### config.mk
export PLATFORM = sky130hd
export DESIGN_NAME = indexed_list_engine_core
export DESIGN_NICKNAME = d
export VERILOG_FILES = /design/src/hdl/ile_pkg.sv /design/src/hdl/ile_ctrl.sv /design/src/hdl/ile_datapath.sv /design/src/hdl/indexed_list_engine_core.sv
export SDC_FILE = /design/constraint.sdc
export NUM_CORES = 1
export LEC_CHECK = 0
export BUFFER_PORTS_ARGS = -buffer_cell sky130_fd_sc_hd__buf_2
export CORE_ASPECT_RATIO = 0.9
export CORE_MARGIN = 5
export CORE_UTILIZATION = 24
export CTS_CLUSTER_SIZE = 16
export DETAILED_ROUTE_END_ITERATION = 12
export GPL_ROUTABILITY_DRIVEN = 1
export GPL_TIMING_DRIVEN = 0
export SLEW_MARGIN = 10
export SYNTH_ARGS = -nofsm -noshare
export SYNTH_HDL_FRONTEND = slang
export SYNTH_HIERARCHICAL = 1
export SYNTH_SLANG_ARGS = --single-unit
### constraint.sdc
create_clock -name i_clk -period 5.15 [get_ports i_clk]
set_input_delay 0.515 -clock i_clk [delete_from_list [all_inputs] [get_ports i_clk]]
set_output_delay 0.515 -clock i_clk [all_outputs]
set_load 0.005 [all_outputs]
### src/hdl/ile_pkg.sv
package ile_pkg;

    localparam int DEPTH  = 32;
    localparam int POS_W  = $clog2(DEPTH);
    localparam int CNT_W  = $clog2(DEPTH + 1);
    localparam int DATA_W = 32;
    localparam int MODE_W = 3;
    localparam int STAT_W = 2;

    localparam logic [MODE_W-1:0] MODE_PUSH   = 3'd0;
    localparam logic [MODE_W-1:0] MODE_POP    = 3'd1;
    localparam logic [MODE_W-1:0] MODE_INSERT = 3'd2;
    localparam logic [MODE_W-1:0] MODE_ERASE  = 3'd3;
    localparam logic [MODE_W-1:0] MODE_CLEAR  = 3'd4;

    localparam logic [CNT_W-1:0] CNT_FULL = CNT_W'(DEPTH);

    typedef enum logic [STAT_W-1:0] {
        STAT_DONE   = 2'd0,
        STAT_FULL   = 2'd1,
        STAT_EMPTY  = 2'd2,
        STAT_BADIDX = 2'd3
    } t_status;

    typedef enum logic [0:0] {
        ST_IDLE = 1'b0,
        ST_EXEC = 1'b1
    } t_state;

    // Commands from the controller to the datapath.
    typedef struct packed {
        logic load;
        logic exec;
    } t_ctrl;

endpackage

### src/hdl/ile_ctrl.sv
module ile_ctrl (
    input  logic          i_clk,
    input  logic          i_rst_n,
    input  logic          start,
    output logic          busy,
    output logic          o_valid,
    output ile_pkg::t_ctrl o_ctrl
);
    import ile_pkg::*;

    t_state r_state;
    t_state n_state;
    logic   r_valid;

    always_ff @(posedge i_clk) begin
        if (!i_rst_n) begin
            r_state <= ST_IDLE;
            r_valid <= 1'b0;
        end else begin
            r_state <= n_state;
            r_valid <= (r_state == ST_EXEC);
        end
    end

    always_comb begin
        n_state = r_state;
        case (r_state)
            ST_IDLE: begin
                if (start) begin
                    n_state = ST_EXEC;
                end
            end
            ST_EXEC: begin
                n_state = ST_IDLE;
            end
            default: begin
                n_state = ST_IDLE;
            end
        endcase
    end

    always_comb begin
        busy        = 1'b0;
        o_ctrl.load = 1'b0;
        o_ctrl.exec = 1'b0;
        case (r_state)
            ST_IDLE: begin
                o_ctrl.load = start;
            end
            ST_EXEC: begin
                busy        = 1'b1;
                o_ctrl.exec = 1'b1;
            end
            default: begin
                busy = 1'b0;
            end
        endcase
    end

    assign o_valid = r_valid;

endmodule

### src/hdl/ile_datapath.sv
module ile_datapath (
    input  logic                        i_clk,
    input  logic                        i_rst_n,
    input  ile_pkg::t_ctrl              i_ctrl,
    input  logic [ile_pkg::MODE_W-1:0]  i_mode,
    input  logic [ile_pkg::POS_W-1:0]   i_position,
    input  logic signed [ile_pkg::DATA_W-1:0] i_item_value,
    output logic [ile_pkg::STAT_W-1:0]  o_status,
    output logic [ile_pkg::CNT_W-1:0]   o_entry_count
);
    import ile_pkg::*;

    logic [MODE_W-1:0] r_mode;
    logic [POS_W-1:0]  r_pos;
    logic [DATA_W-1:0] r_val;

    logic [DATA_W-1:0] r_entries [DEPTH];
    logic [DATA_W-1:0] n_entries [DEPTH];
    logic [CNT_W-1:0]  r_count;
    logic [CNT_W-1:0]  n_count;
    t_status           r_status;
    t_status           n_status;

    logic [CNT_W-1:0] pos_ext;
    logic             is_full;
    logic             is_empty;
    logic             bad_idx;
    logic             do_push;
    logic             do_insert;
    logic             do_erase;

    assign pos_ext  = {1'b0, r_pos};
    assign is_full  = (r_count == CNT_FULL);
    assign is_empty = (r_count == '0);
    assign bad_idx  = (pos_ext >= r_count);

    always_comb begin
        n_status  = STAT_DONE;
        n_count   = r_count;
        do_push   = 1'b0;
        do_insert = 1'b0;
        do_erase  = 1'b0;
        case (r_mode)
            MODE_PUSH: begin
                if (is_full) begin
                    n_status = STAT_FULL;
                end else begin
                    do_push = 1'b1;
                    n_count = r_count + 1'b1;
                end
            end
            MODE_POP: begin
                if (is_empty) begin
                    n_status = STAT_EMPTY;
                end else begin
                    n_count = r_count - 1'b1;
                end
            end
            MODE_INSERT: begin
                // The index check takes precedence over the full check.
                if (bad_idx) begin
                    n_status = STAT_BADIDX;
                end else if (is_full) begin
                    n_status = STAT_FULL;
                end else begin
                    do_insert = 1'b1;
                    n_count   = r_count + 1'b1;
                end
            end
            MODE_ERASE: begin
                if (bad_idx) begin
                    n_status = STAT_BADIDX;
                end else begin
                    do_erase = 1'b1;
                    n_count  = r_count - 1'b1;
                end
            end
            MODE_CLEAR: begin
                n_count = '0;
            end
            default: begin
                n_status = STAT_DONE;
            end
        endcase
    end

    // Each entry picks from itself, a neighbor or the new value, so the whole
    // row shifts together. Entries at or above the count may take junk.
    always_comb begin
        for (int i = 0; i < DEPTH; i++) begin
            n_entries[i] = r_entries[i];
            if (do_push && (CNT_W'(i) == r_count)) begin
                n_entries[i] = r_val;
            end else if (do_insert) begin
                if (CNT_W'(i) == pos_ext) begin
                    n_entries[i] = r_val;
                end else if (CNT_W'(i) > pos_ext) begin
                    n_entries[i] = r_entries[(i > 0) ? i - 1 : 0];
                end
            end else if (do_erase) begin
                if ((CNT_W'(i) >= pos_ext) && (i < DEPTH - 1)) begin
                    n_entries[i] = r_entries[(i < DEPTH - 1) ? i + 1 : i];
                end
            end
        end
    end

    always_ff @(posedge i_clk) begin
        if (i_ctrl.load) begin
            r_mode <= i_mode;
            r_pos  <= i_position;
            r_val  <= i_item_value;
        end
        if (i_ctrl.exec) begin
            r_entries <= n_entries;
            r_status  <= n_status;
        end
    end

    always_ff @(posedge i_clk) begin
        if (!i_rst_n) begin
            r_count <= '0;
        end else if (i_ctrl.exec) begin
            r_count <= n_count;
        end
    end

    assign o_status      = r_status;
    assign o_entry_count = r_count;

endmodule

### src/hdl/indexed_list_engine_core.sv
// Channel   Handshake            Payload
// request   start, busy          i_mode, i_position, i_item_value
// result    o_valid (strobe)     o_status, o_entry_count
//
// A request is taken when start is high and busy is low. It executes in the
// next cycle, with busy high, and its result beat is strobed on o_valid in
// the cycle after that; a new request may start during the result beat.
// The whole entry row shifts in the execute cycle.
// Reset is synchronous and active low; it empties the list at once.
// The receiver cannot stall: each result is strobed for one cycle only.
module indexed_list_engine_core (
    input  logic                              i_clk,
    input  logic                              i_rst_n,
    input  logic                              start,
    output logic                              busy,
    input  logic [ile_pkg::MODE_W-1:0]        i_mode,
    input  logic [ile_pkg::POS_W-1:0]         i_position,
    input  logic signed [ile_pkg::DATA_W-1:0] i_item_value,
    output logic                              o_valid,
    output logic [ile_pkg::STAT_W-1:0]        o_status,
    output logic [ile_pkg::CNT_W-1:0]         o_entry_count
);
    import ile_pkg::*;

    t_ctrl ctrl;

    ile_ctrl u_ctrl (
        .i_clk   (i_clk),
        .i_rst_n (i_rst_n),
        .start   (start),
        .busy    (busy),
        .o_valid (o_valid),
        .o_ctrl  (ctrl)
    );

    ile_datapath u_datapath (
        .i_clk         (i_clk),
        .i_rst_n       (i_rst_n),
        .i_ctrl        (ctrl),
        .i_mode        (i_mode),
        .i_position    (i_position),
        .i_item_value  (i_item_value),
        .o_status      (o_status),
        .o_entry_count (o_entry_count)
    );

endmodule
==> summary.txt, run 1 <==
status: finished clean
worst hold margin: 435 ps
drt first pass iters: 4
first-pass GRT wire length: 3.51 mm
core footprint: 0.00413 sq mm
global routing met1 resource utilization: 0.105
Final Hold Vio Count: 0
initial drt markers: 34
CTS tree: built
total wire length: 2.03 mm
fill count: 436
Post-DRT Antenna Nets: 0
Final Max Tran Viols: 0
clock period minus worst slack: 2500 ps
post-CTS sizing: 0
drc violations: 0
Max Cap Viol: 0
Cell variety after synth: 37
PortBufs: 20
pwr/cell area: 247 mW/mm^2
actual slew at the worst max-slew pin: 350 ps
DP HPWL: 1.63 mm
Diodes inserted: 0
gr usage total: 0.0792
synthesis warning total: 6
total CTS buffers: 3
sequential share of the synthesized area: 0.445
setup_tns: 0 ps
Register Area: 460 sq um
CP Max Fanout: 8
post-CTS setup buffers: 0
leakage: 0.000534 uW
share of layout cells above drive strength 1: 0.327
Avg Synthesized Cell Area: 11.6 sq um
Data arrival, critical path: 2640 ps
most common cell in the netlist: edfxtp_1
Clock Tree Root: clkbuf_8
main flop type after synthesis: edfxtp_1
Max Clock Freq: 0.400 GHz
vias in the first global route: 743
clk_skew: 3.02 ps
Post-synth EDFFs: 10
Post-Syn Nets: 141
area leader, netlist: edfxtp_1
CP Class: flip-flop to flip-flop
Max-slew headroom: 0.761
Initial Util: 0.251
# hold bufs at CTS: 0
GRT busiest layer: met2
Synth async-reset ratio: 0
initial antenna violation count: 0
Longest Clk Path Bufs: 2
GP Congestion: 0.763
Worst VDD drop: 0.000113 V
vias per cell: 4.67
P&R area growth vs syn: 19.8%
routed vias: 752
FP Rows: 22
worst min path class: input pin to flip-flop
slowest stage delay, CP: 490 ps
clk_lat worst skew: 250 ps
die height: 72.3 um
Clock Pin Slew Worst Setup and Hold Paths: 70 ps
CTS H-tree lvls: 1
final setup fails: 0
RSZ-0062 raised after global routing: false
met3 Use GR: 0.0323
largest net degree at the start of global routing: 11
routed len/inst: 12.6 um
Synth area leaders: edfxtp_1, dfxtp_1, ha_1, a31oi_4, a22o_1
WP buf/inv: 1
Critical-path top delay cell: edfxtp_1
post-synth top area share: 0.290
Cell Chain, Critical Path: nand2b_4, inv_1, ha_1, a31oi_4, o211ai_4, or4_1, and3_1, a21oi_2, o22ai_1
met2 Use GR: 0.119
Multi-input gate area: 518 sq um
commonest cells in the synthesized netlist: edfxtp_1, ha_1, dfxtp_1, inv_1
Crit. End Element: flip-flop
final cycle utilization of the critical path: 0.485
CP Data Required Time: 5290 ps
grt total ovfl: 0
Nets: 166
# clock sinks: 18
die area: 0.00573 sq mm
CP startpoint kind: flip-flop
Post-Syn Instances: 89
delay-heaviest family, CP: simple AND/OR/NAND/NOR gates
Synth Cell Area: 0.00103 sq mm
die width: 79.2 um
Yosys reg bits: 18
count of boundary I/O pins: 53
==> through the flow <==
step / util / area [sq um] / setup WS (ps) / power, uW / instances
after floorplan: - / 1030 / 2880 / 196 / 89
after global placement: 0.289 / 1190 / 2730 / 207 / 157
after detailed placement: 0.289 / 1190 / 2650 / 210 / 157
after CTS: 0.300 / 1240 / 2650 / 314 / 161
after global routing: 0.300 / 1240 / 2490 / 324 / 161
final: 0.300 / 1240 / 2650 / 306 / 161
==> cells in the final DEF, fill, tap and decap left out, drive strengths merged, types with 3 or more instances in the layout <==
master	synthesis	layout
a21oi	4	4
a22o	4	4
and3	3	3
buf	3	23
clkbuf	0	3
dfxtp	8	8
edfxtp	10	10
ha	9	9
inv	8	8
nand2	4	4
nor2	3	3
o21ai	4	4
==> worst reg2reg max path, stage by stage, from the launching register on <==
cell and delay (ps):
edfxtp_1 490, nand2b_4 230, inv_1 170, ha_1 340, a31oi_4 230, o211ai_4 110, or4_1 400, and3_1 210
a21oi_2 130, o22ai_1 80
==> worst paths after layout <==
| path | start | end | slack [ps] | cells past startpoint |
|---|---|---|---|---|
| setup / recovery | u_datapath/r_mode[2]$_DFFE_PP_ | u_datapath/o_entry_count[5]$_SDFFE_PN0P_ | 2650 | 9 |
| hold / removal | i_position[4] | u_datapath/r_pos[4]$_DFFE_PP_ | 440 | 1 |
| setup reg to reg | u_datapath/r_mode[2]$_DFFE_PP_ | u_datapath/o_entry_count[5]$_SDFFE_PN0P_ | 2650 | 9 |
| hold reg to reg | u_datapath/o_entry_count[5]$_SDFFE_PN0P_ | u_datapath/o_entry_count[5]$_SDFFE_PN0P_ | 530 | 2 |
==> layout make-up <==
cell class                 instances  share of cell area
timing repair buffer              20              0.0807
sequential                        18               0.371
inverter                           8              0.0242
multi-input combinational         60               0.418
tap                               48              0.0484
clock inverter                     1             0.00303
buffer                             3              0.0212
clock buffer                       3              0.0333
==> where the power goes <==
group          total, uW  switching (uW)  internal (uW)
Sequential           165            6.01            159
Combinational       41.0            21.2           19.8
Clock                100            47.2           53.0
==> sequential cells by signal (all words and copies together) (netlist names) <==
name                      cells
u_datapath/o_entry_count      6
u_datapath/r_pos              5
u_datapath/r_mode             3
u_datapath/o_status           2
u_ctrl/o_valid                1
u_ctrl/r_state                1
==> cells by family after synthesis <==
group	after synthesis	share of synthesized area
flops	18	0.445
mux	1	0.0109
compound gates	20	0.181
simple gates	26	0.166
xor+xnor	4	0.0339
fa+ha+maj	9	0.109
buf+inv	11	0.0544
==> per-layer routing <==
layer / up-vias / part of all wire
li1: 382 / -
met1: 350 / 0.49
met2: 18 / 0.43
met3: 2 / 0.071
met4: 0 / 0.0044
met5: - / 0
Power figures use the tool's default switching activity.
==> run 2: changes to the inputs <==
--- a/config.mk
+++ b/config.mk
@@ -5,6 +5,7 @@
 export SDC_FILE = /design/constraint.sdc
 export NUM_CORES = 1
 export LEC_CHECK = 0
+export ABC_AREA = 1
 export BUFFER_PORTS_ARGS = -buffer_cell sky130_fd_sc_hd__buf_2
 export CORE_ASPECT_RATIO = 0.9
 export CORE_MARGIN = 5
==> constraint.sdc (replaced) <==
create_clock -name i_clk -period 2.2 [get_ports i_clk]
set_input_delay 0.22 -clock i_clk [delete_from_list [all_inputs] [get_ports i_clk]]
set_output_delay 0.22 -clock i_clk [all_outputs]
set_load 0.005 [all_outputs]
==> run 2 against run 1 <==
Effect of this change:
- global-route usage down 0.36 points
- clock power up 130%
- worst hold slack worse by 290 ps
- sequential share of layout area down 1.7 points
- via count up 18%
- power up 130%
- combinational power rose to 2.5 times the previous value
- first-iteration DRC count down 5.9%
- utilization down 0.50 points
- fmax up 32%
- clock-buffer cell count up 1
- design area up 4.8%
- critical endpoint unchanged
==> summary.txt, run 2 <==
status: finished clean
worst min path class: input pin to flip-flop
synthesis warning total: 6 (unchanged)
vias per cell: 3.97 (-15%)
Post-synth EDFFs: 10 (unchanged)
RSZ-0062 raised after global routing: false
share of layout cells above drive strength 1: 0.216 (-0.111)
end of the critical path: u_datapath/o_entry_count[5]$_SDFFE_PN0P_
die width: 80.6 um (+1.8%)
Yosys reg bits: 18 (unchanged)
Max Clock Freq: 0.529 GHz (+32%)
setup_tns: 0 ps (unchanged)
crit path from: u_datapath/r_mode[2]$_DFFE_PP_
die area: 0.00593 sq mm (+3.6%)
pwr/cell area: 554 mW/mm^2 (+120%)
count of boundary I/O pins: 53 (unchanged)
switching power: 174 uW (+130%)
reg2reg end: u_datapath/o_entry_count[5]$_SDFFE_PN0P_
fraction of synthesized cell area in xor and xnor cells: 0.00813 (-0.0257)
Post-Syn Instances: 138 (+55%)
fill count: 474 (+8.7%)
Post-DRT Antenna Nets: 0 (unchanged)
Largest register FFs: 6 (unchanged)
die height: 73.6 um (+1.8%)
CP Max Fanout: 6 (-2)
Max Cap Viol: 0 (unchanged)
r2r startpoint: u_datapath/r_mode[2]$_DFFE_PP_
Nets: 215 (+30%)
Final WS setup: 309 ps (-2340 ps)
routed len/inst: 9.10 um (-28%)
Register Area: 460 sq um (unchanged)
Multi-input gate area: 504 sq um (-2.7%)
actual slew at the worst max-slew pin: 283 ps (-67.1 ps)
initial drt markers: 32 (-5.9%)
Final Hold Vio Count: 0 (unchanged)
post-synthesis mux area share: 0 (-0.0109)
initial antenna violation count: 0 (unchanged)
clk_skew: 5.05 ps (+2.03 ps)
clk_lat worst skew: 250 ps (about the same)
power share of the sequential group: 0.533 (-0.006)
Longest Clk Path Bufs: 2 (unchanged)
Compound-Gate Fraction of Synth Area: 0.0523 (-0.129)
leakage: 0.000660 uW (+24%)
DP HPWL: 1.70 mm (+4.0%)
post-CTS setup buffers: 0 (unchanged)
final setup fails: 0 (unchanged)
area leader, netlist: edfxtp_1
GP Congestion: 0.780 (+2.3%)
Worst VDD drop: 0.000286 V (+150%)
PortBufs: 20 (unchanged)
Avg Synthesized Cell Area: 7.81 sq um (-33%)
R2R setup slack: 310 ps (-2340 ps)
CTS H-tree lvls: 1 (unchanged)
main flop type after synthesis: edfxtp_1
final cycle utilization of the critical path: 0.860 (+0.375)
gr usage total: 0.0756 (-0.00360)
Final Max Tran Viols: 0 (unchanged)
Max-slew headroom: 0.811 (+0.0501)
sequential share of the synthesized area: 0.427 (-0.0176)
Synth Area in Simple Gates: 0.303 (+0.137)
Adder-Cell Fraction of Synth Area: 0.105 (-0.00430)
combinational power share: 0.144 (+0.010)
switch share: 0.242 (-0.000614)
Crit. End Element: flip-flop
total CTS buffers: 3 (unchanged)
FP Rows: 23 (+4.5%)
vias in the first global route: 813 (+9.4%)
Initial Util: 0.245 (-0.00593)
CTS tree: built
Synth async-reset ratio: 0 (unchanged)
Data arrival, critical path: 2080 ps (-560 ps)
clock period minus worst slack: 1890 ps (-607 ps)
Synth area leaders: edfxtp_1, dfxtp_1, nand2_1, ha_1, inv_1
CP Class: flip-flop to flip-flop
# hold bufs at CTS: 0 (unchanged)
# clock sinks: 18 (unchanged)
Synth Cell Area: 0.00108 sq mm (+4.1%)
most common cell after layout, fill and taps aside: nand2_1
post-synth top area share: 0.279 (-0.0115)
post-CTS sizing: 0 (unchanged)
first-pass GRT wire length: 3.50 mm (-0.40%)
routed vias: 890 (+18%)
pre-CTS setup slack: 332 ps (-2320 ps)
most frequent cells in the layout: nand2_1, inv_1, buf_2
R2R depth: 11 (+2)
Clock Pin Slew Worst Setup and Hold Paths: 70 ps (about the same)
most common cell in the netlist: nand2_1
fraction of power consumed by the clock network: 0.323 (-0.004)
Cell variety after synth: 20 (-46%)
Post-Syn Nets: 190 (+35%)
CP startpoint kind: flip-flop
commonest cells in the synthesized netlist: nand2_1, inv_1, nor2_1, edfxtp_1
drc violations: 0 (unchanged)
Diodes inserted: 0 (unchanged)
P&R area growth vs syn: 20.7%
P_int: 546 uW (+140%)
CP Data Required Time: 2380 ps (-2910 ps)
Clock Tree Root: clkbuf_8
largest family of logic cells by synthesized area: simple AND/OR/NAND/NOR gates
core footprint: 0.00440 sq mm (+6.6%)
largest net degree at the start of global routing: 11 (unchanged)
total wire length: 2.04 mm (+0.54%)
drt first pass iters: 4 (unchanged)
grt total ovfl: 0 (unchanged)
==> run 2: how the worst min path moves through the flow <==
stage | from | endpoint | slack (ps) | cells past startpoint
6_report | i_mode[1] | u_datapath/r_mode[1]$_DFFE_PP_ | 140 | 1
5_1_grt | i_position[3] | u_datapath/r_pos[3]$_DFFE_PP_ | 120 | 1
4_1_cts | i_position[2] | u_datapath/r_pos[2]$_DFFE_PP_ | 130 | 1
3_5_place_dp | i_position[2] | u_datapath/r_pos[2]$_DFFE_PP_ | 400 | 1
3_3_place_gp | i_position[3] | u_datapath/r_pos[3]$_DFFE_PP_ | 400 | 1
2_1_floorplan | i_rst_n | u_ctrl/o_valid$_SDFF_PN0_ | 320 | 2
==> run 2: per-layer routing <==
metal | part of all wire | wire (um) | track usage
met4 | 0.0039 | 8 | 0.0169
met3 | 0.064 | 131 | 0.0319
met5 | 0 | 0 | 0
met2 | 0.46 | 945 | 0.126
met1 | 0.47 | 952 | 0.0910
==> run 2: logic make-up after synthesis <==
| logic type | count (synthesis) |
|---|---|
| compound gates | 10 |
| xor+xnor | 1 |
| fa+ha+maj | 9 |
| buf+inv | 28 |
| flops | 18 |
| simple gates | 72 |
==> run 2: critical path, stage by stage (launching register included) <==
cell and delay, ps:
edfxtp_1 440, nor2_1 170, nand2_1 110, nand2_2 140, ha_1 290, a21oi_1 180
inv_1 50, nor2_1 90, nand2_1 70, nand3_1 70, nand3_1 80, a21oi_1 140
==> run 2: per-stage QoR <==
step,hold slack (ps),instances,instance area (sq um),util,power [uW]
4_1_cts,132,224,1300,0.295,739
3_5_place_dp,399,220,1250,0.285,497
6_report,142,224,1300,0.295,720
3_3_place_gp,398,220,1250,0.285,494
5_1_grt,122,224,1300,0.295,774
2_1_floorplan,318,138,1080,-,464
==> run 2: area by class of cell <==
type / instances / share of cell area
Multi-Input combinational cell: 92 / 0.388
Sequential cell: 18 / 0.354
Timing Repair Buffer: 20 / 0.0770
Inverter: 26 / 0.0751
Tap cell: 62 / 0.0597
Clock buffer: 4 / 0.0346
Buffer: 2 / 0.0115
==> run 2: power groups by stage <==
stage | logic, uW | clock network (uW) | registers, uW
after floorplan | 74.7 | 0 | 390
after global placement | 103 | 0 | 391
after detailed placement | 105 | 0 | 392
after CTS | 105 | 250 | 384
after global routing | 120 | 268 | 386
final | 104 | 233 | 384
